**config.mk**
```make
export PLATFORM = sky130hd
export DESIGN_NAME = frs_ctrl
export DESIGN_NICKNAME = d
export VERILOG_FILES = /design/src/frs_pkg.sv /design/src/frs_ctrl.sv
export SDC_FILE = /design/constraint.sdc
export NUM_CORES = 1
export LEC_CHECK = 0
export BUFFER_PORTS_ARGS = -buffer_cell sky130_fd_sc_hd__buf_2
export CORE_ASPECT_RATIO = 2
export CORE_UTILIZATION = 56
export DETAILED_ROUTE_END_ITERATION = 6
export PLACE_DENSITY = 0.91
export SLEW_MARGIN = 40
export SYNTH_ARGS = -nofsm -noshare
export SYNTH_HDL_FRONTEND = slang
export SYNTH_SLANG_ARGS = --single-unit
```
**constraint.sdc**
```tcl
create_clock -name clk_i -period 4.6 [get_ports clk_i]
set_input_delay 0.46 -clock clk_i [delete_from_list [all_inputs] [get_ports clk_i]]
set_output_delay 0.46 -clock clk_i [all_outputs]
set_load 0.1 [all_outputs]
```
**src/frs_pkg.sv**
```systemverilog
`timescale 1ns / 1ps
// ----------------------------------------------------------------------------
// frs_pkg
// Shared types, constants and digit extraction for the float32 radix sorter.
// ----------------------------------------------------------------------------
package frs_pkg;

  localparam int unsigned BUCKETS   = 256;
  localparam int unsigned DIGIT_W   = 8;
  localparam int unsigned BKT_W     = 9;  // bucket sweep counter, holds BUCKETS
  localparam logic [2:0]  PASS_EXP  = 3'd3;
  localparam logic [2:0]  PASS_SIGN = 3'd4;

  typedef struct packed {
    logic [31:0] value_bits;
    logic        last_item;
  } in_beat_t;

  typedef struct packed {
    logic [31:0] sorted_bits;
    logic        last_sorted;
  } out_beat_t;

  typedef enum logic [3:0] {
    ST_COLLECT,
    ST_CLEAR,
    ST_CNT_RD,
    ST_CNT_BKT,
    ST_CNT_WR,
    ST_PFX,
    ST_SCT_RD,
    ST_SCT_BKT,
    ST_SCT_WR,
    ST_NEG_RD,
    ST_NEG_ACC,
    ST_SGN_RD,
    ST_SGN_WR,
    ST_OUT_RD,
    ST_OUT_LD,
    ST_OUT_WAIT
  } frs_state_e;

  typedef enum logic [3:0] {
    OP_NONE,
    OP_LOAD,
    OP_CLEAR,
    OP_CNT_WR,
    OP_PFX,
    OP_SCT_WR,
    OP_NEG_RD,
    OP_NEG_ACC,
    OP_SGN_RD,
    OP_SGN_WR,
    OP_OUT_LD
  } frs_op_e;

  typedef struct packed {
    frs_op_e            op;
    logic [2:0]         pass;
    logic [BKT_W-1:0]   bkt;
    logic               first;
    logic               last;
  } frs_cmd_t;

  // fraction bytes, then exponent
  function automatic logic [DIGIT_W-1:0] frs_digit(input logic [31:0] v,
                                                   input logic [2:0]  pass);
    logic [DIGIT_W-1:0] d;
    case (pass)
      3'd0:    d = v[7:0];
      3'd1:    d = v[15:8];
      3'd2:    d = {1'b0, v[22:16]};
      default: d = v[30:23];
    endcase
    return d;
  endfunction

endpackage

```
**src/frs_ctrl.sv**
```systemverilog
`timescale 1ns / 1ps
// ----------------------------------------------------------------------------
// frs_ctrl
// Sequencer: collection, four counting passes, sign pass and result drain.
// ----------------------------------------------------------------------------
module frs_ctrl #(
  parameter int unsigned MAX_ITEMS = 64,
  parameter int unsigned AW        = 6,
  parameter int unsigned CW        = 7
) (
  input  logic             clk_i,
  input  logic             rst_ni,
  input  logic             in_valid_i,
  input  logic             in_last_i,
  output logic             in_ready_o,
  output logic             out_valid_o,
  input  logic             out_ready_i,
  output logic [AW-1:0]    load_addr_o,
  output logic [AW-1:0]    idx_o,
  output frs_pkg::frs_cmd_t cmd_o
);

  frs_pkg::frs_state_e            state_q, state_d;
  logic [AW-1:0]                  load_q, load_d;
  logic [AW-1:0]                  idx_q, idx_d;
  logic [CW-1:0]                  n_q, n_d;
  logic [2:0]                     pass_q, pass_d;
  logic [frs_pkg::BKT_W-1:0]      bkt_q, bkt_d;
  logic                           idx_last;
  logic                           accept;

  assign idx_last = (CW'(idx_q) + CW'(1)) == n_q;
  assign accept   = in_valid_i && (state_q == frs_pkg::ST_COLLECT);

  always_comb begin
    state_d = state_q;
    load_d  = load_q;
    idx_d   = idx_q;
    n_d     = n_q;
    pass_d  = pass_q;
    bkt_d   = bkt_q;
    case (state_q)
      frs_pkg::ST_COLLECT: begin
        if (accept) begin
          if (in_last_i || load_q == AW'(MAX_ITEMS - 1)) begin
            n_d     = CW'(load_q) + CW'(1);
            load_d  = '0;
            pass_d  = '0;
            bkt_d   = '0;
            state_d = frs_pkg::ST_CLEAR;
          end else begin
            load_d = load_q + AW'(1);
          end
        end
      end
      frs_pkg::ST_CLEAR: begin
        bkt_d = bkt_q + frs_pkg::BKT_W'(1);
        if (bkt_q == frs_pkg::BKT_W'(frs_pkg::BUCKETS - 1)) begin
          idx_d   = '0;
          state_d = frs_pkg::ST_CNT_RD;
        end
      end
      frs_pkg::ST_CNT_RD:  state_d = frs_pkg::ST_CNT_BKT;
      frs_pkg::ST_CNT_BKT: state_d = frs_pkg::ST_CNT_WR;
      frs_pkg::ST_CNT_WR: begin
        if (idx_last) begin
          bkt_d   = '0;
          state_d = frs_pkg::ST_PFX;
        end else begin
          idx_d   = idx_q + AW'(1);
          state_d = frs_pkg::ST_CNT_RD;
        end
      end
      frs_pkg::ST_PFX: begin
        if (bkt_q == frs_pkg::BKT_W'(frs_pkg::BUCKETS)) begin
          idx_d   = '0;
          state_d = frs_pkg::ST_SCT_RD;
        end else begin
          bkt_d = bkt_q + frs_pkg::BKT_W'(1);
        end
      end
      frs_pkg::ST_SCT_RD:  state_d = frs_pkg::ST_SCT_BKT;
      frs_pkg::ST_SCT_BKT: state_d = frs_pkg::ST_SCT_WR;
      frs_pkg::ST_SCT_WR: begin
        if (idx_last) begin
          idx_d = '0;
          if (pass_q == frs_pkg::PASS_EXP) begin
            pass_d  = frs_pkg::PASS_SIGN;
            state_d = frs_pkg::ST_NEG_RD;
          end else begin
            pass_d  = pass_q + 3'd1;
            bkt_d   = '0;
            state_d = frs_pkg::ST_CLEAR;
          end
        end else begin
          idx_d   = idx_q + AW'(1);
          state_d = frs_pkg::ST_SCT_RD;
        end
      end
      frs_pkg::ST_NEG_RD:  state_d = frs_pkg::ST_NEG_ACC;
      frs_pkg::ST_NEG_ACC: begin
        idx_d   = idx_last ? '0 : idx_q + AW'(1);
        state_d = idx_last ? frs_pkg::ST_SGN_RD : frs_pkg::ST_NEG_RD;
      end
      frs_pkg::ST_SGN_RD:  state_d = frs_pkg::ST_SGN_WR;
      frs_pkg::ST_SGN_WR: begin
        idx_d   = idx_last ? '0 : idx_q + AW'(1);
        state_d = idx_last ? frs_pkg::ST_OUT_RD : frs_pkg::ST_SGN_RD;
      end
      frs_pkg::ST_OUT_RD:  state_d = frs_pkg::ST_OUT_LD;
      frs_pkg::ST_OUT_LD:  state_d = frs_pkg::ST_OUT_WAIT;
      frs_pkg::ST_OUT_WAIT: begin
        if (out_ready_i) begin
          if (idx_last) begin
            state_d = frs_pkg::ST_COLLECT;
          end else begin
            idx_d   = idx_q + AW'(1);
            state_d = frs_pkg::ST_OUT_RD;
          end
        end
      end
      default: state_d = frs_pkg::ST_COLLECT;
    endcase
  end

  always_comb begin
    cmd_o.op    = frs_pkg::OP_NONE;
    cmd_o.pass  = pass_q;
    cmd_o.bkt   = bkt_q;
    cmd_o.first = (idx_q == '0);
    cmd_o.last  = idx_last;
    in_ready_o  = 1'b0;
    out_valid_o = 1'b0;
    case (state_q)
      frs_pkg::ST_COLLECT: begin
        in_ready_o = 1'b1;
        if (accept) begin
          cmd_o.op = frs_pkg::OP_LOAD;
        end
      end
      frs_pkg::ST_CLEAR:    cmd_o.op = frs_pkg::OP_CLEAR;
      frs_pkg::ST_CNT_WR:   cmd_o.op = frs_pkg::OP_CNT_WR;
      frs_pkg::ST_PFX:      cmd_o.op = frs_pkg::OP_PFX;
      frs_pkg::ST_SCT_WR:   cmd_o.op = frs_pkg::OP_SCT_WR;
      frs_pkg::ST_NEG_RD:   cmd_o.op = frs_pkg::OP_NEG_RD;
      frs_pkg::ST_NEG_ACC:  cmd_o.op = frs_pkg::OP_NEG_ACC;
      frs_pkg::ST_SGN_RD:   cmd_o.op = frs_pkg::OP_SGN_RD;
      frs_pkg::ST_SGN_WR:   cmd_o.op = frs_pkg::OP_SGN_WR;
      frs_pkg::ST_OUT_LD:   cmd_o.op = frs_pkg::OP_OUT_LD;
      frs_pkg::ST_OUT_WAIT: out_valid_o = 1'b1;
      default:              cmd_o.op = frs_pkg::OP_NONE;
    endcase
  end

  assign load_addr_o = load_q;
  assign idx_o       = idx_q;

  always_ff @(posedge clk_i or negedge rst_ni) begin
    if (!rst_ni) begin
      state_q <= frs_pkg::ST_COLLECT;
      load_q  <= '0;
      idx_q   <= '0;
      n_q     <= '0;
      pass_q  <= '0;
      bkt_q   <= '0;
    end else begin
      state_q <= state_d;
      load_q  <= load_d;
      idx_q   <= idx_d;
      n_q     <= n_d;
      pass_q  <= pass_d;
      bkt_q   <= bkt_d;
    end
  end

endmodule

```
* Word level (Yosys, flattened, before mapping) *
Cells that the tools add are included.

storage, ports and cells
  register bits after elaboration = 35
  input port bits = 5
  output and inout bits = 32
  logic and storage cells = 90

operators by class
  add/sub/neg operators = 6
  eq/ne operators = 29
  mux-type cells = 35
  reductions and logical operators = 14

operator list
  kind                                           number
  one-hot mux 4 bit (16 select lines)            1
  two-way mux 9 bit                              6
  one-hot mux 9 bit (5 select lines)             1
  one-hot mux 4 bit (10 select lines)            1
  two-way mux 6 bit                              6
  == test 4 bit, second input constant           8
  two-way mux 4 bit                              8
  one-hot mux 6 bit (5 select lines)             1
  two-way mux 3 bit                              6
  == test 4 x 3 -> 1 bit, second input constant  4
  inequality test 2 bit, second input constant   8
  adder 6 x 1 -> 7 bit, second input constant    2
  adder 6 x 1 -> 6 bit, second input constant    2
  nonzero test 5 bit                             2
  adder 9 x 1 -> 9 bit, second input constant    1
  == test 9 x 8 -> 1 bit, second input constant  1
  == test 9 bit, second input constant           1
  == test 4 x 2 -> 1 bit, second input constant  2
  AND reduction 4 bit                            2
  == test 7 bit                                  1
  AND reduction 7 bit                            1
  == test 6 bit, second input constant           1
  zero test 6 bit                                1
  one-hot mux 3 bit (2 select lines)             1
  14 further kinds                               16

* Longest topological paths before layout *
Gate-level depths: netlist (run 1).

  depth in word-level cells = 5
  mapped depth = 11
  gate-level depth less buffers = 11

* Worst setup path before layout (run 1) *
No wires, ideal clock.

  kind = register to register
  start = register state_q[0]
  end = register load_q[3], in the netlist load_addr_o[3]
  library setup time = 0.093 ns
  arrival = 4.188 ns
  data required time = 4.507 ns
  slack = 0.319 ns
  stages on the path, launching flop included = 8
  path buffers = 1
  period minus slack after synthesis = 4.281 ns
  path through = dfrtp_1 > clkbuf_1 > or2_2 > nor3_1 > nand2_1 > nor2_1 > nand2_1 > o21ai_0

on the way
  word-level cells in the longest chain between the ends = 3

RTL lines
  what                             RTL line                        source
  from (decl)                      frs_ctrl.sv:23                  frs_pkg::frs_state_e state_q, state_d;
  from (signal assigned)           frs_ctrl.sv:160                 state_q <= frs_pkg::ST_COLLECT;
  from (signal assigned)           frs_ctrl.sv:167                 state_q <= state_d;
  zero test 4 bit *                frs_ctrl.sv:33, frs_ctrl.sv:42
  logical AND 1 bit                frs_ctrl.sv:33                  assign accept = in_valid_i && (state_q == frs_pkg::ST_COLLECT);
  AND reduction 2 bit (no line) *  n/a
  to (signal assigned)             frs_ctrl.sv:168                 load_q <= load_d;
  to (decl)                        frs_ctrl.sv:24                  logic [AW-1:0] load_q, load_d;

Mark *: on every way between the ends. The rest lies on a longest branch, timed or not.
A chain may end at the register's enable or synchronous reset.

==> key figures, run 1 <==
Finish
  • P&R area growth vs syn: 12.1%
  • Layout cells sized above 1: between 20% and 30%
  • # diodes: 0
  • Finished Core Util: approximately two thirds
  • Nets: between 200 and 300
  • Most frequent cells in the layout: dfrtp_1 (35), buf_2 (35), nand2_1 (27)
  • Fillers: approximately 340

Place
  • Port Buf Inserts: 36
  • DP HPWL: 3.68 mm
  • Placer Congestion: 0.923

Clocking
  • Post-CTS setup buffer count: 0
  • Worst-Skew Late Latency: between 0.2 and 0.3 ns
  • Clock transition at path regs: around 0.080 ns
  • CTS tree: done
  • Num CTS Buffers: 5
  • Post-CTS sizing: 0
  • H-tree levels: 2
  • Clk sinks: 35
  • CTS Hold Buffers Added: 0
  • Root Buffer: clkbuf_8
  • Clock tree buffer depth: 2

Synth
  • EDFF count, synth: 0
  • Synth Flop Type: dfrtp_1
  • Ys async rst share: between 90% and 100%
  • Syn Area/Cell: roughly 8.9 um^2
  • Mapped cell area: 2290 um^2
  • Synth Warn #: 0
  • Flops & latches, synth: 35
  • Post-Syn Nets: ~270
  • Syn Inst Count: around 260
  • Netlist cell types: between 50 and 60
  • Register area share after synthesis: between 30% and 40%

STA
  • FMAX: approximately 0.29 GHz
  • Fin. Hold Viols: 0
  • Fin. max-slew vios: 0
  • Tmin final: 3.49 ns
  • Final period util: approximately three quarters
  • RSZ-0062 raised after global routing: no
  • Worst slew margin: ~44%
  • Skew final: about 0.007 ns
  • Setup TNS: 0 ns
  • Worst slew pin tran: approximately 0.83 ns
  • Final setup fails: 0

Global routing
  • Gr ovfl total: 0
  • Vias in the first global route: 1,916
  • Largest net degree at the start of global routing: 36
  • First-pass GRT wire length: just under 9 mm
  • Initial antenna violation count: 0
  • GRT Overall Usage: a little over a quarter

Setup path
  • Crit path capture type: output port
  • Worst Path Required: slightly above 4 ns
  • Worst Path Max Fanout: 16
  • Worst reg2reg endpoint: idx_o[2]
  • Reg2reg setup slack: roughly 1.7 ns
  • Critical path startpoint category: register
  • Critical path arrival: 3.03 ns
  • CP Class: reg -> out
  • R2r worst-path depth: 6
  • Worst reg2reg path startpoint: idx_o[2]

Drt
  • Routed WL: 5.13 mm
  • Avg Vias per Cell: 6.04
  • Drt pass-1 iters: 4
  • Remaining DRCs: 0
  • Initial DRC count: 50
  • Post-route ant nets: 0
  • Vias post-DR: a little over 2,000
  • Routed length per instance: about 15 um

Die
  • Initial Util: between 50% and 60%
  • # IOs: 37
  • Die Y: between 90 and 100 um
  • Die area: approximately 4400 um^2
  • Die W: around 47 um
  • CORE AREA: between 3000 and 4000 um^2
  • Row cnt: 32

Run
  • Max-cap violations: 0

Run status
  • Outcome: completed

Min path
  • Min-delay worst type: in -> async
==> cell usage after synthesis (2+ instances only) <==
cell,number,area [um^2]
dfrtp_1,35,876
nand2_1,27,101
nor2_1,18,67.6
o21ai_0,18,90.1
xnor2_1,11,96.3
a21oi_1,10,50.1
clkbuf_1,10,37.5
nand2b_1,10,62.6
inv_1,9,33.8
nand3_1,9,45.0
ha_1,8,100
and3_1,7,43.8
nor3_1,7,35.0
a31oi_1,6,37.5
mux2i_1,6,60.1
and2_1,5,31.3
nor4_1,4,25.0
o211ai_1,4,30.0
xor2_1,4,35.0
a22o_1,3,26.3
a31o_2,3,26.3
buf_6,3,33.8
mux2_2,3,33.8
nor2b_1,3,18.8
or2_2,3,18.8
a221o_1,2,20.0
a311oi_1,2,17.5
buf_4,2,15.0
o21bai_1,2,15.0
o22ai_1,2,12.5
==> stage by stage <==
step,std cells,hold WS (ns),setup slack (ns),cell area [um^2]
2_1_floorplan,258,0.164,0.319,2290
3_3_place_gp,328,0.485,1.53,2440
3_5_place_dp,328,0.508,1.45,2450
4_1_cts,336,0.258,1.13,2570
5_1_grt,336,0.129,0.979,2570
6_report,336,0.104,1.11,2570
==> routing by layer <==
| metal | up-vias | track usage, % | routed length (um) |
|---|---|---|---|
| li1 | 975 | - | - |
| met1 | 992 | 34.0 | 2060 |
| met2 | 52 | 43.5 | 2780 |
| met3 | 11 | 3.90 | 171 |
| met4 | 0 | 12.9 | 110 |
| met5 | - | 0 | 0 |
==> flip-flops by register name, summed over array words and instances (netlist names) <==
signal       count
n_q              7
idx_o            6
bkt_q            9
pass_q           3
load_addr_o      6
state_q          4
==> worst max path at each step <==
stage | start | to | slack, ns | cells past startpoint
finish | idx_o[2] | cmd_o[0] | 1.11 | 5
global route | idx_o[3] | cmd_o[0] | 0.98 | 5
CTS | idx_o[2] | cmd_o[0] | 1.13 | 5
detailed placement | idx_o[2] | cmd_o[0] | 1.45 | 5
global placement | idx_o[2] | cmd_o[0] | 1.53 | 5
floorplan | state_q[0] | load_addr_o[3] | 0.32 | 7
==> logic make-up (layout without fill, tap and decap cells) <==
logic type      count (synthesis)  in the layout  synth area share (%)
xor+xnor                       15             15                  5.72
compound gates                 63             63                  19.3
flops                          35             35                  38.2
buf+inv                        26             53                  5.62
simple gates                  102            102                  22.7
fa+ha+maj                       8              8                  4.36
mux                             9              9                  4.09
==> layout make-up <==
class / count / area [um^2] / area share (%)
well taps: 51 / 63.8 / 2.48
inverters: 9 / 33.8 / 1.31
flip-flops and latches: 35 / 876 / 34.0
repair buffers: 36 / 183 / 7.10
clock inverters: 2 / 38.8 / 1.51
clock buffers: 6 / 82.6 / 3.21
multi-input cells: 197 / 1290 / 50.3
==> critical path: stages, from the launching register on <==
cell and delay (ns):
dfrtp_1 0.53, nand3_2 0.13, o21a_1 0.21, or4_4 0.49, a2111oi_4 0.81, buf_2 0.56
Power of run 1 is not shown: default switching activity piles up to over one toggle a cycle in this logic, so the estimate is an artifact.
==> inputs of run 2 (changes only) <==
--- a/config.mk
+++ b/config.mk
@@ -5,11 +5,12 @@
 export SDC_FILE = /design/constraint.sdc
 export NUM_CORES = 1
 export LEC_CHECK = 0
+export ABC_AREA = 1
 export BUFFER_PORTS_ARGS = -buffer_cell sky130_fd_sc_hd__buf_2
 export CORE_ASPECT_RATIO = 2
-export CORE_UTILIZATION = 56
+export CORE_UTILIZATION = 51
 export DETAILED_ROUTE_END_ITERATION = 6
-export PLACE_DENSITY = 0.91
+export PLACE_DENSITY = 0.88
 export SLEW_MARGIN = 40
 export SYNTH_ARGS = -nofsm -noshare
 export SYNTH_HDL_FRONTEND = slang
==> constraint.sdc (replaced) <==
create_clock -name clk_i -period 3.16 [get_ports clk_i]
set_input_delay 0.316 -clock clk_i [delete_from_list [all_inputs] [get_ports clk_i]]
set_output_delay 0.316 -clock clk_i [all_outputs]
set_load 0.1 [all_outputs]
==> run 2 against run 1 <==
Net effect:
- utilization fell by 5.2 points
- sequential share of layout area decreased by 1.3 points
- setup slack lost 0.79 ns
- area after synthesis rose by 1.7%
- critical path depth is 6 higher
- via count rose by 12%
- die area is 11% higher
- critical path type unchanged
- critical endpoint unchanged
- highest routed layer unchanged
==> key figures, run 2 <==
Run status
  • Outcome: completed (unchanged)

Place
  • Port Buf Inserts: 36 (unchanged)
  • Placer Congestion: 0.903 (was 0.923)
  • DP HPWL: 3.95 mm (was 3.68 mm)
  • DP Area: 2540 um^2 (was 2450 um^2)

Synth
  • Syn Area/Cell: 7.11 um^2 (was 8.89 um^2)
  • Post-Syn Nets: 341 (was 271)
  • Post-Synth XOR/XNOR Area: 3.38% (was 5.73%)
  • Fraction of the mapped netlist area in simple logic gates: 32.5% (was 22.7%)
  • Largest family of logic cells by synthesized area: simple AND/OR/NAND/NOR gates (unchanged)
  • Mux share of post-synthesis cell area: 0% (was 4.09%)
  • Synth Area in Compound Gates: 12.2% (was 19.3%)
  • Synth top cells by count: nand2_1 (95), inv_1 (46), dfrtp_1 (35) (was dfrtp_1 (35), nand2_1 (27), nor2_1 (18), o21ai_0 (18), xnor2_1 (11))
  • Register area share after synthesis: 37.5% (was 38.2%)
  • Flops & latches, synth: 35 (unchanged)
  • Netlist cell types: 28 (was 52)
  • Top post-synthesis cells by area: dfrtp_1 (38%), nand2_1 (15%), inv_1 (7.4%) (was dfrtp_1 (38%), nand2_1 (4.4%), ha_1 (4.4%))
  • Syn Inst Count: 328 (was 258)
  • EDFF count, synth: 0 (unchanged)
  • Synth Warn #: 0 (unchanged)
  • Synth Flop Type: dfrtp_1 (unchanged)
  • Top cell type's share of synthesized area: 37.5% (was 38.2%)
  • Synth area leader: dfrtp_1 (unchanged)
  • Count leader, synth: nand2_1 (was dfrtp_1)
  • Post-synthesis adder-cell area fraction: 4.29% (was 4.36%)
  • Ys async rst share: 100% (unchanged)
  • Mapped cell area: 2330 um^2 (was 2290 um^2)

Setup path
  • Worst Setup EP: cmd_o[0] (unchanged)
  • R2r worst-path depth: 13 (was 6)
  • Crit path capture type: output port (unchanged)
  • Reg2reg setup slack: 0.62 ns (was 1.68 ns)
  • CP Class: reg -> out (unchanged)
  • Worst Path Max Fanout: 12 (was 16)
  • Critical path arrival: 2.52 ns (was 3.03 ns)
  • Worst reg2reg endpoint: bkt_q[0] (was idx_o[2])
  • Worst Setup SP: idx_o[0] (was idx_o[2])
  • Worst Path Required: 2.84 ns (was 4.14 ns)
  • Critical path startpoint category: register (unchanged)
  • Worst reg2reg path startpoint: idx_o[0] (was idx_o[2])

Clocking
  • Root Buffer: clkbuf_8 (unchanged)
  • Worst-Skew Late Latency: 0.29 ns (was 0.28 ns)
  • Clock tree buffer depth: 2 (unchanged)
  • Num CTS Buffers: 5 (unchanged)
  • Clk sinks: 35 (unchanged)
  • H-tree levels: 2 (unchanged)
  • Post-CTS setup buffer count: 0 (unchanged)
  • Clock transition at path regs: 0.08 ns (about the same)
  • CTS tree: done (unchanged)

STA
  • Fin. Hold Viols: 0 (unchanged)
  • Tmin final: about 2.8 ns
  • Final period util: about 90%
  • Worst slew pin tran: 0.485 ns (was 0.834 ns)
  • Setup TNS: 0 ns (unchanged)
  • Final setup fails: 0 (unchanged)
  • Fin. max-slew vios: 0 (unchanged)
  • Worst slew margin: 67.6% (was 44.4%)
  • Skew final: 0.0134 ns (was 0.00702 ns)
  • FMAX: between 0.3 and 0.4 GHz
  • RSZ-0062 raised after global routing: no (unchanged)

Finish
  • Fillers: 409 (was 337)
  • Fin area: 2680 um^2 (was 2570 um^2)
  • P&R area growth vs syn: 14.6% (was 12.1%)
  • Biggest regs: bkt_q: 9 flops, n_q: 7 flops (unchanged)
  • Most frequent cells in the layout: nand2_1 (95), inv_1 (46), dfrtp_1 (35), buf_2 (35), nand3_1 (32) (was dfrtp_1 (35), buf_2 (35), nand2_1 (27))
  • Reg with most FFs: bkt_q (unchanged)
  • Layout cells sized above 1: 19.6% (was 22.1%)
  • Max reg flops: 9 (unchanged)
  • # diodes: 0 (unchanged)
  • Nets: 379 (was 297)
  • Commonest non-fill, non-tap cell in the layout: nand2_1

Global routing
  • Largest net degree at the start of global routing: 36 (unchanged)
  • Gr ovfl total: 0 (unchanged)
  • GRT Overall Usage: 23.4% (was 27.1%)
  • Initial antenna violation count: 0 (unchanged)
  • Vias in the first global route: 2,137 (was 1,916)
  • First-pass GRT wire length: 8.91 mm (was 8.71 mm)

Drt
  • Drt pass-1 iters: 6 (was 4)
  • Avg Vias per Cell: 5.41 (was 6.04)
  • Vias post-DR: 2,279 (was 2,030)
  • Post-route ant nets: 0 (unchanged)
  • Initial DRC count: 69 (was 50)
  • Routed WL: 5.25 mm (was 5.13 mm)
  • Remaining DRCs: 0 (unchanged)
  • Routed length per instance: 12.5 um (was 15.3 um)

Die
  • Initial Util: 53.3% (was 59.1%)
  • Row cnt: 34 (was 32)
  • Die W: 49.8 um (was 47.3 um)
  • Die Y: 97.7 um (was 92.5 um)
  • # IOs: 37 (unchanged)
  • CORE AREA: 4380 um^2 (was 3880 um^2)
  • Die area: 4870 um^2 (was 4370 um^2)

Min path
  • Min-delay worst type: in -> reg (was in -> async)

Run
  • Max-cap violations: 0 (unchanged)
run 2: how the worst min path moves through the flow:
stage / from / end / slack [ns] / cells after the start
global route: out_ready_i / state_q[1] / 0.36 / 4
floorplan: rst_ni / bkt_q[0] / 0.02 / 0
CTS: rst_ni / load_addr_o[0] / 0.13 / 1
finish: out_ready_i / state_q[1] / 0.33 / 4
detailed placement: rst_ni / load_addr_o[0] / 0.45 / 1
global placement: rst_ni / load_addr_o[1] / 0.44 / 1
run 2: layer usage:
| metal | part of all wire (%) | track usage, % | routed length [um] |
|---|---|---|---|
| met1 | 38 | 24.9 | 2000 |
| met2 | 54 | 42.2 | 2850 |
| met3 | 4.2 | 2.97 | 221 |
| met4 | 3.5 | 13.4 | 182 |
| met5 | 0 | 0 | 0 |
run 2: cell type report:
cell class | count | area, um^2 | share of cell area (%)
Clock buffer | 6 | 82.6 | 3.09
Clock inverter | 2 | 35.0 | 1.31
Inverter | 51 | 191 | 7.16
Multi-Input combinational cell | 236 | 1230 | 46.0
Sequential cell | 35 | 876 | 32.7
Tap cell | 54 | 67.6 | 2.53
Timing Repair Buffer | 37 | 193 | 7.20
run 2: through the flow:
| stage | util (%) | worst slack [ns] | hold WS, ns | std cells |
|---|---|---|---|---|
| floorplan | - | 0.0765 | 0.0204 | 328 |
| global placement | 58.1 | 0.696 | 0.437 | 412 |
| detailed placement | 58.1 | 0.638 | 0.449 | 412 |
| CTS | 60.8 | 0.312 | 0.128 | 420 |
| global route | 61.1 | 0.108 | 0.358 | 421 |
| finish | 61.1 | 0.324 | 0.328 | 421 |
run 2: kinds of logic (layout without fill, tap and decap cells):
kind of cell,after synthesis,after routing
DFF,35,35
adders and majority gates,8,8
buffers and inverters,57,96
xor gates and xnor gates,9,9
AOI/OAI and AO/OA,48,48
and+or+nand+nor,171,171
run 2: repair_timing:
| action | 4_1_cts | 5_1_grt |
|---|---|---|
| gates resized for setup | 0 | 0 |
| hold buffers | 0 | 1 |
| endpoints found under the hold margin | 0 | 10 |
run 2: critical path, stage by stage, from the launching register on:
cell	delay, ns
dfrtp_1	0.44
ha_1	0.26
nand2_1	0.12
inv_2	0.06
nand2_2	0.08
nand2_1	0.07
nand2_1	0.06
nand3_1	0.08
nor2_2	0.15
nand2_1	0.30
inv_1	0.16
buf_2	0.44
Power of run 2 is left out for the same reason.
